File: config.mk
export PLATFORM = sky130hd
export DESIGN_NAME = gpio_port_with_interrupts
export DESIGN_NICKNAME = d
export VERILOG_FILES = /design/src/sv/gpp_pkg.sv /design/src/sv/gpio_port_with_interrupts.sv /design/src/sv/gpp_regs.sv /design/src/sv/gpp_core.sv
export SDC_FILE = /design/constraint.sdc
export NUM_CORES = 2
export LEC_CHECK = 0
export BUFFER_PORTS_ARGS = -buffer_cell sky130_fd_sc_hd__clkbuf_2
export CAP_MARGIN = 10
export CORE_MARGIN = 8
export CORE_UTILIZATION = 45
export CTS_CLUSTER_DIAMETER = 150
export DETAILED_ROUTE_END_ITERATION = 16
export SLEW_MARGIN = 20
export SYNTH_ARGS = -nofsm -noshare
export SYNTH_HDL_FRONTEND = slang
export SYNTH_SLANG_ARGS = --single-unit
File: constraint.sdc
create_clock -name clk -period 12.6 [get_ports clk]
set_clock_uncertainty 0.2 [all_clocks]
set_input_delay 0 -clock clk [delete_from_list [all_inputs] [get_ports clk]]
set_output_delay 0 -clock clk [all_outputs]
set_load 0.01 [all_outputs]
File: src/sv/gpp_pkg.sv
`default_nettype none
package gpp_pkg;

  typedef enum logic [1:0] {
    KIND_READ  = 2'd0,
    KIND_WRITE = 2'd1,
    KIND_PIN   = 2'd2
  } kind_t;

  typedef enum logic [1:0] {
    DRV_RELEASE = 2'd0,
    DRV_LOW     = 2'd1,
    DRV_HIGH    = 2'd2
  } drive_t;

  localparam logic [1:0] STAT_OK     = 2'd0;
  localparam logic [1:0] STAT_RO     = 2'd1;
  localparam logic [1:0] STAT_UNIMPL = 2'd2;

  // register map, in 32-bit words
  localparam logic [5:0] OFF_DATA   = 6'h00;
  localparam logic [5:0] OFF_DIR    = 6'h01;
  localparam logic [5:0] OFF_CTRL   = 6'h02;
  localparam logic [5:0] OFF_IEN    = 6'h0c;
  localparam logic [5:0] OFF_IMASK  = 6'h0d;
  localparam logic [5:0] OFF_ITYPE  = 6'h0e;
  localparam logic [5:0] OFF_IPOL   = 6'h0f;
  localparam logic [5:0] OFF_MSTAT  = 6'h10;
  localparam logic [5:0] OFF_RSTAT  = 6'h11;
  localparam logic [5:0] OFF_DEB    = 6'h12;
  localparam logic [5:0] OFF_EOI    = 6'h13;
  localparam logic [5:0] OFF_LEVELS = 6'h14;
  localparam logic [5:0] OFF_SYNC   = 6'h18;
  localparam logic [5:0] OFF_ID     = 6'h19;
  localparam logic [5:0] OFF_VER    = 6'h1b;
  localparam logic [5:0] OFF_PAR2   = 6'h1c;
  localparam logic [5:0] OFF_PAR1   = 6'h1d;

  // identification registers on the configuration port
  localparam logic [1:0] CFG_ID   = 2'd0;
  localparam logic [1:0] CFG_VER  = 2'd1;
  localparam logic [1:0] CFG_PAR1 = 2'd2;
  localparam logic [1:0] CFG_PAR2 = 2'd3;

  typedef struct packed {
    logic [1:0]  kind;
    logic [5:0]  word_offset;
    logic [31:0] write_data;
    logic [4:0]  pin_index;
    logic [1:0]  pin_drive;
  } gpp_item_t;

  typedef struct packed {
    logic [31:0] read_data;
    logic        irq;
    logic [31:0] pin_levels;
    logic [31:0] drive_conflict;
    logic [1:0]  access_status;
  } gpp_result_t;

  typedef struct packed {
    logic [31:0] id;
    logic [31:0] version;
    logic [31:0] par1;
    logic [31:0] par2;
  } gpp_ident_t;

endpackage
`default_nettype wire

File: src/sv/gpio_port_with_interrupts.sv
// GPIO port with level/edge interrupts. Each input transaction is a register
// read, a register write or an external pin drive event; each yields exactly
// one result transaction with read data, irq, resolved pin levels, the drive
// conflict mask and an access status. One transaction is accepted per cycle
// while the input register is free or moving on; it is captured in the input
// register, and the update logic loads the result register from it when the
// result register is free. While a result waits to be taken, one more
// transaction can be accepted into the input register; then the input stalls.
// Identification words are written through the cfg_ APB port.
`default_nettype none
module gpio_port_with_interrupts #(
  parameter int          NUM_PINS       = 32,
  parameter logic [31:0] INIT_DATA      = 32'h0,
  parameter logic [31:0] INIT_DIRECTION = 32'h0
) (
  input  wire logic        clk,
  input  wire logic        rst_n,
  input  wire logic        in_valid,
  output logic             in_ready,
  input  wire logic [1:0]  in_kind,
  input  wire logic [5:0]  in_word_offset,
  input  wire logic [31:0] in_write_data,
  input  wire logic [4:0]  in_pin_index,
  input  wire logic [1:0]  in_pin_drive,
  output logic             out_valid,
  input  wire logic        out_ready,
  output logic [31:0]      out_read_data,
  output logic             out_irq,
  output logic [31:0]      out_pin_levels,
  output logic [31:0]      out_drive_conflict,
  output logic [1:0]       out_access_status,
  input  wire logic        cfg_psel,
  input  wire logic        cfg_penable,
  input  wire logic        cfg_pwrite,
  input  wire logic [3:0]  cfg_paddr,
  input  wire logic [31:0] cfg_pwdata,
  output logic [31:0]      cfg_prdata,
  output logic             cfg_pready
);
  import gpp_pkg::*;

  gpp_item_t   item_r;
  logic        item_vld_r, item_vld_nxt;
  gpp_result_t res, res_r;
  logic        out_vld_r, out_vld_nxt;
  logic        advance, take_in;
  gpp_ident_t  ident;

  assign advance      = item_vld_r & (~out_vld_r | out_ready);
  assign in_ready     = ~item_vld_r | advance;
  assign take_in      = in_valid & in_ready;
  assign item_vld_nxt = take_in | (item_vld_r & ~advance);
  assign out_vld_nxt  = advance | (out_vld_r & ~out_ready);

  always_ff @(posedge clk) begin
    if (!rst_n) begin
      item_vld_r <= 1'b0;
      out_vld_r  <= 1'b0;
    end else begin
      item_vld_r <= item_vld_nxt;
      out_vld_r  <= out_vld_nxt;
    end
  end

  always_ff @(posedge clk) begin
    if (take_in) begin
      item_r <= '{kind: in_kind, word_offset: in_word_offset, write_data: in_write_data,
                  pin_index: in_pin_index, pin_drive: in_pin_drive};
    end
    if (advance) begin
      res_r <= res;
    end
  end

  gpp_core #(
    .NUM_PINS       (NUM_PINS),
    .INIT_DATA      (INIT_DATA),
    .INIT_DIRECTION (INIT_DIRECTION)
  ) u_core (
    .clk   (clk),
    .rst_n (rst_n),
    .step  (advance),
    .item  (item_r),
    .ident (ident),
    .res   (res)
  );

  gpp_regs u_regs (
    .clk     (clk),
    .rst_n   (rst_n),
    .psel    (cfg_psel),
    .penable (cfg_penable),
    .pwrite  (cfg_pwrite),
    .paddr   (cfg_paddr),
    .pwdata  (cfg_pwdata),
    .prdata  (cfg_prdata),
    .ident   (ident)
  );

  assign cfg_pready         = 1'b1;
  assign out_valid          = out_vld_r;
  assign out_read_data      = res_r.read_data;
  assign out_irq            = res_r.irq;
  assign out_pin_levels     = res_r.pin_levels;
  assign out_drive_conflict = res_r.drive_conflict;
  assign out_access_status  = res_r.access_status;

endmodule
`default_nettype wire

File: src/sv/gpp_regs.sv
`default_nettype none
module gpp_regs (
  input  wire logic          clk,
  input  wire logic          rst_n,
  input  wire logic          psel,
  input  wire logic          penable,
  input  wire logic          pwrite,
  input  wire logic [3:0]    paddr,
  input  wire logic [31:0]   pwdata,
  output logic [31:0]        prdata,
  output gpp_pkg::gpp_ident_t ident
);
  import gpp_pkg::*;

  gpp_ident_t ident_r;
  logic       wr_en;

  assign wr_en = psel & penable & pwrite;

  always_ff @(posedge clk) begin
    if (!rst_n) begin
      ident_r <= '0;
    end else if (wr_en) begin
      unique case (paddr[3:2])
        CFG_ID:   ident_r.id      <= pwdata;
        CFG_VER:  ident_r.version <= pwdata;
        CFG_PAR1: ident_r.par1    <= pwdata;
        CFG_PAR2: ident_r.par2    <= pwdata;
        default: ;
      endcase
    end
  end

  always_comb begin
    unique case (paddr[3:2])
      CFG_ID:   prdata = ident_r.id;
      CFG_VER:  prdata = ident_r.version;
      CFG_PAR1: prdata = ident_r.par1;
      CFG_PAR2: prdata = ident_r.par2;
      default:  prdata = '0;
    endcase
  end

  assign ident = ident_r;

endmodule
`default_nettype wire

File: src/sv/gpp_core.sv
`default_nettype none
module gpp_core #(
  parameter int          NUM_PINS       = 32,
  parameter logic [31:0] INIT_DATA      = 32'h0,
  parameter logic [31:0] INIT_DIRECTION = 32'h0
) (
  input  wire logic                 clk,
  input  wire logic                 rst_n,
  input  wire logic                 step,
  input  wire gpp_pkg::gpp_item_t   item,
  input  wire gpp_pkg::gpp_ident_t  ident,
  output gpp_pkg::gpp_result_t      res
);
  import gpp_pkg::*;

  localparam logic [31:0] PinMask = 32'((64'd1 << NUM_PINS) - 64'd1);

  logic [31:0] data_r, dir_r, ctrl_r, ien_r, imask_r, itype_r, ipol_r;
  logic [31:0] edge_r, deb_r, ext_lvl_r, ext_drv_r, lvl_r;
  logic        sync_r;
  logic [31:0] data_nxt, dir_nxt, ctrl_nxt, ien_nxt, imask_nxt, itype_nxt, ipol_nxt;
  logic [31:0] edge_nxt, deb_nxt, ext_lvl_nxt, ext_drv_nxt, lvl_nxt;
  logic        sync_nxt;

  logic [31:0] raw_cur, raw_nxt, wmask, pin_bit, own_lvl, new_lvl, changed;
  logic [31:0] own_nxt;
  logic [31:0] rdata;
  logic [1:0]  status;
  logic        resolve;

  assign raw_cur = ((edge_r & itype_r) | (~(lvl_r ^ ipol_r) & ~itype_r)) & ien_r & PinMask;
  assign wmask   = item.write_data & PinMask;
  assign pin_bit = 32'd1 << item.pin_index;

  always_comb begin
    data_nxt    = data_r;
    dir_nxt     = dir_r;
    ctrl_nxt    = ctrl_r;
    ien_nxt     = ien_r;
    imask_nxt   = imask_r;
    itype_nxt   = itype_r;
    ipol_nxt    = ipol_r;
    edge_nxt    = edge_r;
    deb_nxt     = deb_r;
    ext_lvl_nxt = ext_lvl_r;
    ext_drv_nxt = ext_drv_r;
    sync_nxt    = sync_r;
    lvl_nxt     = lvl_r;
    rdata       = '0;
    status      = STAT_OK;
    resolve     = 1'b0;
    own_lvl     = '0;
    new_lvl     = '0;
    changed     = '0;

    unique case (item.kind)
      KIND_READ: begin
        unique case (item.word_offset)
          OFF_DATA:   rdata = data_r;
          OFF_DIR:    rdata = dir_r;
          OFF_CTRL:   rdata = ctrl_r;
          OFF_IEN:    rdata = ien_r;
          OFF_IMASK:  rdata = imask_r;
          OFF_ITYPE:  rdata = itype_r;
          OFF_IPOL:   rdata = ipol_r;
          OFF_MSTAT:  rdata = raw_cur & ~imask_r;
          OFF_RSTAT:  rdata = raw_cur;
          OFF_DEB:    rdata = deb_r;
          OFF_EOI:    rdata = '0;
          OFF_LEVELS: rdata = lvl_r;
          OFF_SYNC:   rdata = {31'd0, sync_r};
          OFF_ID:     rdata = ident.id;
          OFF_VER:    rdata = ident.version;
          OFF_PAR2:   rdata = ident.par2;
          OFF_PAR1:   rdata = ident.par1;
          default:    status = STAT_UNIMPL;
        endcase
      end
      KIND_WRITE: begin
        unique case (item.word_offset)
          OFF_DATA: begin
            data_nxt = wmask;
            resolve  = 1'b1;
          end
          OFF_DIR: begin
            dir_nxt = wmask;
            resolve = 1'b1;
          end
          OFF_CTRL:  ctrl_nxt = wmask;
          OFF_IEN:   ien_nxt = wmask;
          OFF_IMASK: imask_nxt = wmask;
          OFF_ITYPE: begin
            itype_nxt = wmask;
            edge_nxt  = edge_r & wmask;
          end
          OFF_IPOL:  ipol_nxt = wmask;
          OFF_DEB:   deb_nxt = wmask;
          OFF_EOI:   edge_nxt = edge_r & ~wmask;
          OFF_SYNC:  sync_nxt = item.write_data[0];
          OFF_MSTAT, OFF_RSTAT, OFF_LEVELS, OFF_ID, OFF_VER, OFF_PAR2, OFF_PAR1:
            status = STAT_RO;
          default:   status = STAT_UNIMPL;
        endcase
      end
      KIND_PIN: begin
        // events on pins beyond the port are dropped silently
        if ({1'b0, item.pin_index} < 6'(NUM_PINS)) begin
          resolve = 1'b1;
          case (item.pin_drive)
            DRV_RELEASE: ext_drv_nxt = ext_drv_r & ~pin_bit;
            DRV_LOW: begin
              ext_drv_nxt = ext_drv_r | pin_bit;
              ext_lvl_nxt = ext_lvl_r & ~pin_bit;
            end
            default: begin
              ext_drv_nxt = ext_drv_r | pin_bit;
              ext_lvl_nxt = ext_lvl_r | pin_bit;
            end
          endcase
        end
      end
      default: status = STAT_UNIMPL;
    endcase

    if (resolve) begin
      own_lvl  = data_nxt & dir_nxt & PinMask;
      new_lvl  = ((ext_lvl_nxt & ext_drv_nxt) | (own_lvl & ~ext_drv_nxt)) & PinMask;
      changed  = lvl_r ^ new_lvl;
      lvl_nxt  = new_lvl;
      edge_nxt = (edge_nxt | (changed & ((new_lvl & ipol_nxt) | (~new_lvl & ~ipol_nxt))
                  & itype_nxt)) & PinMask;
    end
  end

  assign raw_nxt = ((edge_nxt & itype_nxt) | (~(lvl_nxt ^ ipol_nxt) & ~itype_nxt))
                   & ien_nxt & PinMask;
  assign own_nxt = dir_nxt & PinMask;

  assign res.read_data      = rdata;
  assign res.irq            = |(raw_nxt & ~imask_nxt);
  assign res.pin_levels     = lvl_nxt;
  assign res.drive_conflict = own_nxt & ext_drv_nxt & ((data_nxt & own_nxt) ^ ext_lvl_nxt);
  assign res.access_status  = status;

  always_ff @(posedge clk) begin
    if (!rst_n) begin
      data_r    <= INIT_DATA & PinMask;
      dir_r     <= INIT_DIRECTION & PinMask;
      ctrl_r    <= '0;
      ien_r     <= '0;
      imask_r   <= '0;
      itype_r   <= '0;
      ipol_r    <= '0;
      edge_r    <= '0;
      deb_r     <= '0;
      ext_lvl_r <= '0;
      ext_drv_r <= '0;
      sync_r    <= 1'b0;
      lvl_r     <= INIT_DATA & INIT_DIRECTION & PinMask;
    end else if (step) begin
      data_r    <= data_nxt;
      dir_r     <= dir_nxt;
      ctrl_r    <= ctrl_nxt;
      ien_r     <= ien_nxt;
      imask_r   <= imask_nxt;
      itype_r   <= itype_nxt;
      ipol_r    <= ipol_nxt;
      edge_r    <= edge_nxt;
      deb_r     <= deb_nxt;
      ext_lvl_r <= ext_lvl_nxt;
      ext_drv_r <= ext_drv_nxt;
      sync_r    <= sync_nxt;
      lvl_r     <= lvl_nxt;
    end
  end

endmodule
`default_nettype wire

# After elaboration in Yosys (flattened, before gate mapping)
# Index checks and enable logic that the tools add are counted.
[totals]
latch_bits = 0
ram_bits = 0
rom_bits = 0
mem_count = 0
inputBits = 90
ff_bits = 661
[classes]
n_reduce_logical = 16
n_bitwise = 57
n_lt_le_gt_ge = 0
n_eq_ne = 22
n_div = 0
n_shift = 1
muxes = 27
n_mul = 0
add_sub_neg = 0
[ops]
columns = ["operator", "n"]
rows = [
  ["bitwise AND 32 bit", 21],
  ["two-way mux 32 bit", 18],
  ["case mux 32 bit (16 select lines)", 1],
  ["NOT 32 bit", 11],
  ["bitwise OR 32 bit", 7],
  ["case mux 32 bit (2 select lines)", 2],
  ["case mux 32 bit (4 select lines)", 1],
  ["XOR 32 bit", 4],
  ["== test 6 x 5 -> 1 bit (second input constant)", 10],
  ["OR reduction 32 bit", 1],
  ["left shift 1 x 5 -> 32 bit (first input constant)", 1],
  ["== test 6 x 4 -> 1 bit (second input constant)", 4],
  ["OR reduction 17 bit", 1],
  ["OR reduction 10 bit", 1],
  ["AND reduction 3 bit", 3],
  ["AND reduction 2 bit", 4],
  ["OR reduction 7 bit", 1],
  ["bitwise AND 1 bit", 6],
  ["== test 2 x 1 -> 1 bit (second input constant)", 3],
  ["== test 2 bit (second input constant)", 3],
  ["== test 6 x 1 -> 1 bit (second input constant)", 1],
  ["== test 6 x 2 -> 1 bit (second input constant)", 1],
  ["logical NOT 2 bit", 3],
  ["logical NOT 6 bit", 1],
  ["8 further kinds", 14],
]

# Longest topological paths before layout
[logic_depth]
word_depth = 20
depth_mapped = 15

# Cells and area by module
# Synthesis repeated with hierarchy kept, for this count alone.
[hier_totals]
hier_cells = 4157
area_unflattened_um2 = 35729.3
[modules_own_cells]
columns = ["mod", "area_each_um2", "cells_each", "instances"]
rows = [
  ["gpp_core", 25771.0, 3505, 1],
  ["gpp_regs", 5459.0, 495, 1],
  ["gpio_port_with_interrupts", 4499.3, 157, 1],
]

# Least setup slack after synthesis
# Ideal clock, no wire load.
[synth_path]
path_type = "reg-to-reg"
startpoint = "register out_vld_r, in the netlist out_valid"
endpoint = "register res_r, in the netlist out_access_status[0], enable pin"
arrival_ps = 4293
required_time_ps = 11898
path_slack_ps = 7605
setup_ps = 502
path_stages_with_launch = 8
period_less_slack_ps = 4995
cell_sequence = "dfxtp_1 -> nor2b_1 -> nand2b_1 -> clkbuf_1 -> inv_1 -> clkbuf_1 -> clkbuf_1 -> clkbuf_1"
[synth_between]
elab_chain_cells = 3
[synth_rtl]
columns = ["item", "line_no", "source"]
rows = [
  ["start: declaration", "gpio_port_with_interrupts.sv:45", "logic out_vld_r, out_vld_nxt;"],
  ["start signal: assignment", "gpio_port_with_interrupts.sv:61", "out_vld_r <= out_vld_nxt;"],
  ["NOT 1 bit", "gpio_port_with_interrupts.sv:49", "assign advance = item_vld_r & (~out_vld_r | out_ready);"],
  ["bitwise OR 1 bit", "gpio_port_with_interrupts.sv:49", ""],
  ["bitwise AND 1 bit", "gpio_port_with_interrupts.sv:49", ""],
  ["net advance", "gpio_port_with_interrupts.sv:46", "logic advance, take_in;"],
  ["end signal: assignment", "gpio_port_with_interrupts.sv:71", "res_r <= res;"],
  ["end: declaration", "gpio_port_with_interrupts.sv:44", "gpp_result_t res, res_r;"],
]
# The timed path passes the listed nets, and every way through them passes these cells.
# A chain may end at the register's enable or synchronous reset.

==> impl_metrics.toml <==
[status]
status = "completed"

[clock_tree]
tritoncts = "done"
cts.path.max_buffers = 3
h-tree-depth = 3
clock_latency_ns = 0.66
cts_sinks = 661
postCtsSetupRepairBufs = 0
numCtsBuffers = 78
cts-root-buf = "clkbuf_16"
path_clk_slew_ns = 0.06

[detailed_routing]
wl_met2_um = 72000
post-route-drc-count = 0
vias_per_cell = 6.44
wl_per_cell_um = 28.3
drt_iter0_markers = 4839
topRoutingLayerUsed = "met5"
detail-route-antenna-nets = 0
drtPass1Iterations = 7
wl_um = 160000
drt-met1-wl_um = 59100
wl_met3_um = 15600
vias = 36500

[grt]
grt_pass1_vias = 34000
grt_remaining_overflow = 0
grt_max_degree = 155
antenna_found_initial = 5
grt_usage = 0.343
grt_pass1_wl_um = 230000

[synthesis]
synth_commonest_cells = "nand2_1, a21oi_1, dfxtp_1"
netlist_area_um2 = 35600
yosysMostFrequentCell = "nand2_1"
synthTopCellsByArea = "dfxtp_1, edfxtp_1, nand2_1"
async_flop_share = 0
yosysWarningCount = 0
yosysTopAreaCell = "dfxtp_1"
seq_area_frac_synth = 0.412
synth_edf_count = 146
ys.flop_type = "dfxtp_1"
avgSynthCellArea_um2 = 8.15
synth_cells = 4373
yosysUniqueCellTypes = 97
synth_fp_nets = 4467
synth_top_area_share = 0.289
ys_seq_elements = 661

[worst_setup_path]
r2r-end = "out_irq"
reg2reg_depth = 11
worstSetupPathType = "flip-flop to flip-flop"
setup.worst_path.end_class = "flip-flop"
cp_max_fo = 51
rrSetupSlack_ns = 6.87
arrival_ns = 5.88
regToRegStartpoint = "item_r[39]"
start_kind = "flip-flop"
cp.required_ns = 12.75

[finish]
fin_area_um2 = 41600
drive_above_1_share = 0.127
antennaDiodeCount = 0
nets = 4642
syn2layout_area_growth_pct = 16.7
fin_cells = 5660

[pwr]
total_power_uw = 4990
power_density_nw_per_um2 = 120
power_leakage_uw = 0.0143
peakVddDrop_mv = 0.0826

[min_path]
hp-start = "cfg_pwdata[14]"
hold_path_depth = 4
hp-class = "input port to flip-flop"
holdPathEnd = "u_regs.ident[46]"

[timing]
min_period_over_period = 0.454
tns_ns = 0
fmax_ghz = 0.175
slew-limit-headroom = 0.142
setup_viol = 0
post-route-min-period_ns = 5.73
rsz0062_at_grt = "no"
finalMaxSlewViolations = 0
worst-slew-pin-transition_ns = 1.27
final_hold_viol_count = 0

[floorplanning]
die_y_um = 297
design.core.area_um2 = 78700
die_x_um = 297
initial_core_util = 0.453
die-area_um2 = 88500
ios = 224
rows = 103

[place]
dp_hpwl_um = 108000
globalplace.congestion = 1.02
dp_cells = 5352
io_buffers = 220
dpl-instance-area_um2 = 37400

[flow_run]
cap_violations = 0
[flip-flops by register name, indices dropped and copies added, names as in the netlist, 32 cells and up]
| register | flops |
|---|---|
| u_core.data_r | 32 |
| out_read_data | 32 |
| u_core.itype_r | 32 |
| u_core.ext_drv_r | 32 |
| u_core.deb_r | 32 |
| u_core.edge_r | 32 |
| u_regs.ident | 128 |
| u_core.ien_r | 32 |
| out_drive_conflict | 32 |
| u_core.ctrl_r | 32 |
| u_core.ext_lvl_r | 32 |
| u_core.lvl_r | 32 |
| u_core.imask_r | 32 |
| u_core.dir_r | 32 |
| u_core.ipol_r | 32 |
| item_r | 47 |
| out_pin_levels | 32 |
[placed cells by master, fill, tap and decap left out, types with 101 or more instances in the layout]
master         instances
a21oi_1              518
clkbuf_2             220
dfxtp_1              515
dlygate4sd3_1        166
edfxtp_1             146
mux2i_1              183
nand2_1              956
nor2_1               262
nor3_1               101
o21ai_0              160
[critical path: stages (launching register included)]
cell	delay [ns]
edfxtp_1	0.79
buf_4	0.79
and3b_1	0.33
nand2_1	0.09
buf_4	0.56
mux2i_1	0.54
a211oi_1	0.10
a32o_1	0.29
nor4_1	0.82
o221ai_1	0.42
nor4_1	0.26
nand4_1	0.12
[through the flow]
step	hold WS [ns]	setup WS, ns	utilization
CTS	0.00193	7.31	0.528
detailed placement	-0.0213	7.32	0.475
floorplan	-0.101	7.61	-
finish	0.00742	6.87	0.528
global route	0.0134	7.01	0.528
global placement	-0.0216	7.31	0.475
[layout make-up]
| type | instances | area (um^2) |
|---|---|---|
| clock buffer | 122 | 2320 |
| clock inverter | 20 | 199 |
| sequential | 661 | 14700 |
| inverter | 50 | 203 |
| tap | 1050 | 1310 |
| fill | 7481 | 37100 |
| timing repair buffer | 480 | 3480 |
| multi-input combinational | 3277 | 19400 |
[where the power goes]
part           internal [uW]  leakage (uW)  switching [uW]
clock network           1330       0.00124             962
logic                    143       0.00746             268
registers               2210       0.00557            76.3
total                   3680        0.0143            1310
[kinds of logic (layout without fill, tap and decap cells)]
| logic type | count (synthesis) | count (layout) | share of synthesized area |
|---|---|---|---|
| muxes | 250 | 250 | 0.0827 |
| and+or+nand+nor | 1761 | 1761 | 0.225 |
| buffers and inverters | 435 | 672 | 0.0484 |
| adders and majority gates | 4 | 4 | 0.00140 |
| AOI/OAI and AO/OA | 1183 | 1183 | 0.211 |
| xor gates and xnor gates | 78 | 78 | 0.0192 |
| other | 1 | 1 | 0.000105 |
| DFF | 661 | 661 | 0.412 |
[layer usage]
| layer | vias to the layer above | track usage |
|---|---|---|
| met5 | - | 0 |
| met4 | 2 | 0.233 |
| met3 | 575 | 0.0643 |
| met2 | 2220 | 0.549 |
| met1 | 17500 | 0.418 |
| li1 | 16100 | - |
[worst max-delay path by stage]
stage	from	to	slack, ns	depth (start not counted)
6_report	item_r[39]	out_irq	6.87	11
5_1_grt	item_r[39]	out_irq	7.01	11
4_1_cts	item_r[42]	out_irq	7.31	11
3_5_place_dp	item_r[42]	out_irq	7.32	11
3_3_place_gp	item_r[42]	out_irq	7.31	11
2_1_floorplan	out_valid	out_access_status[0]	7.61	7
[timing repair]
item,CTS,global route
hold buffers,166,0
gates resized for setup,0,0
hold endpoints to repair,211,0
Note: power is estimated with default switching activity, not from simulation.
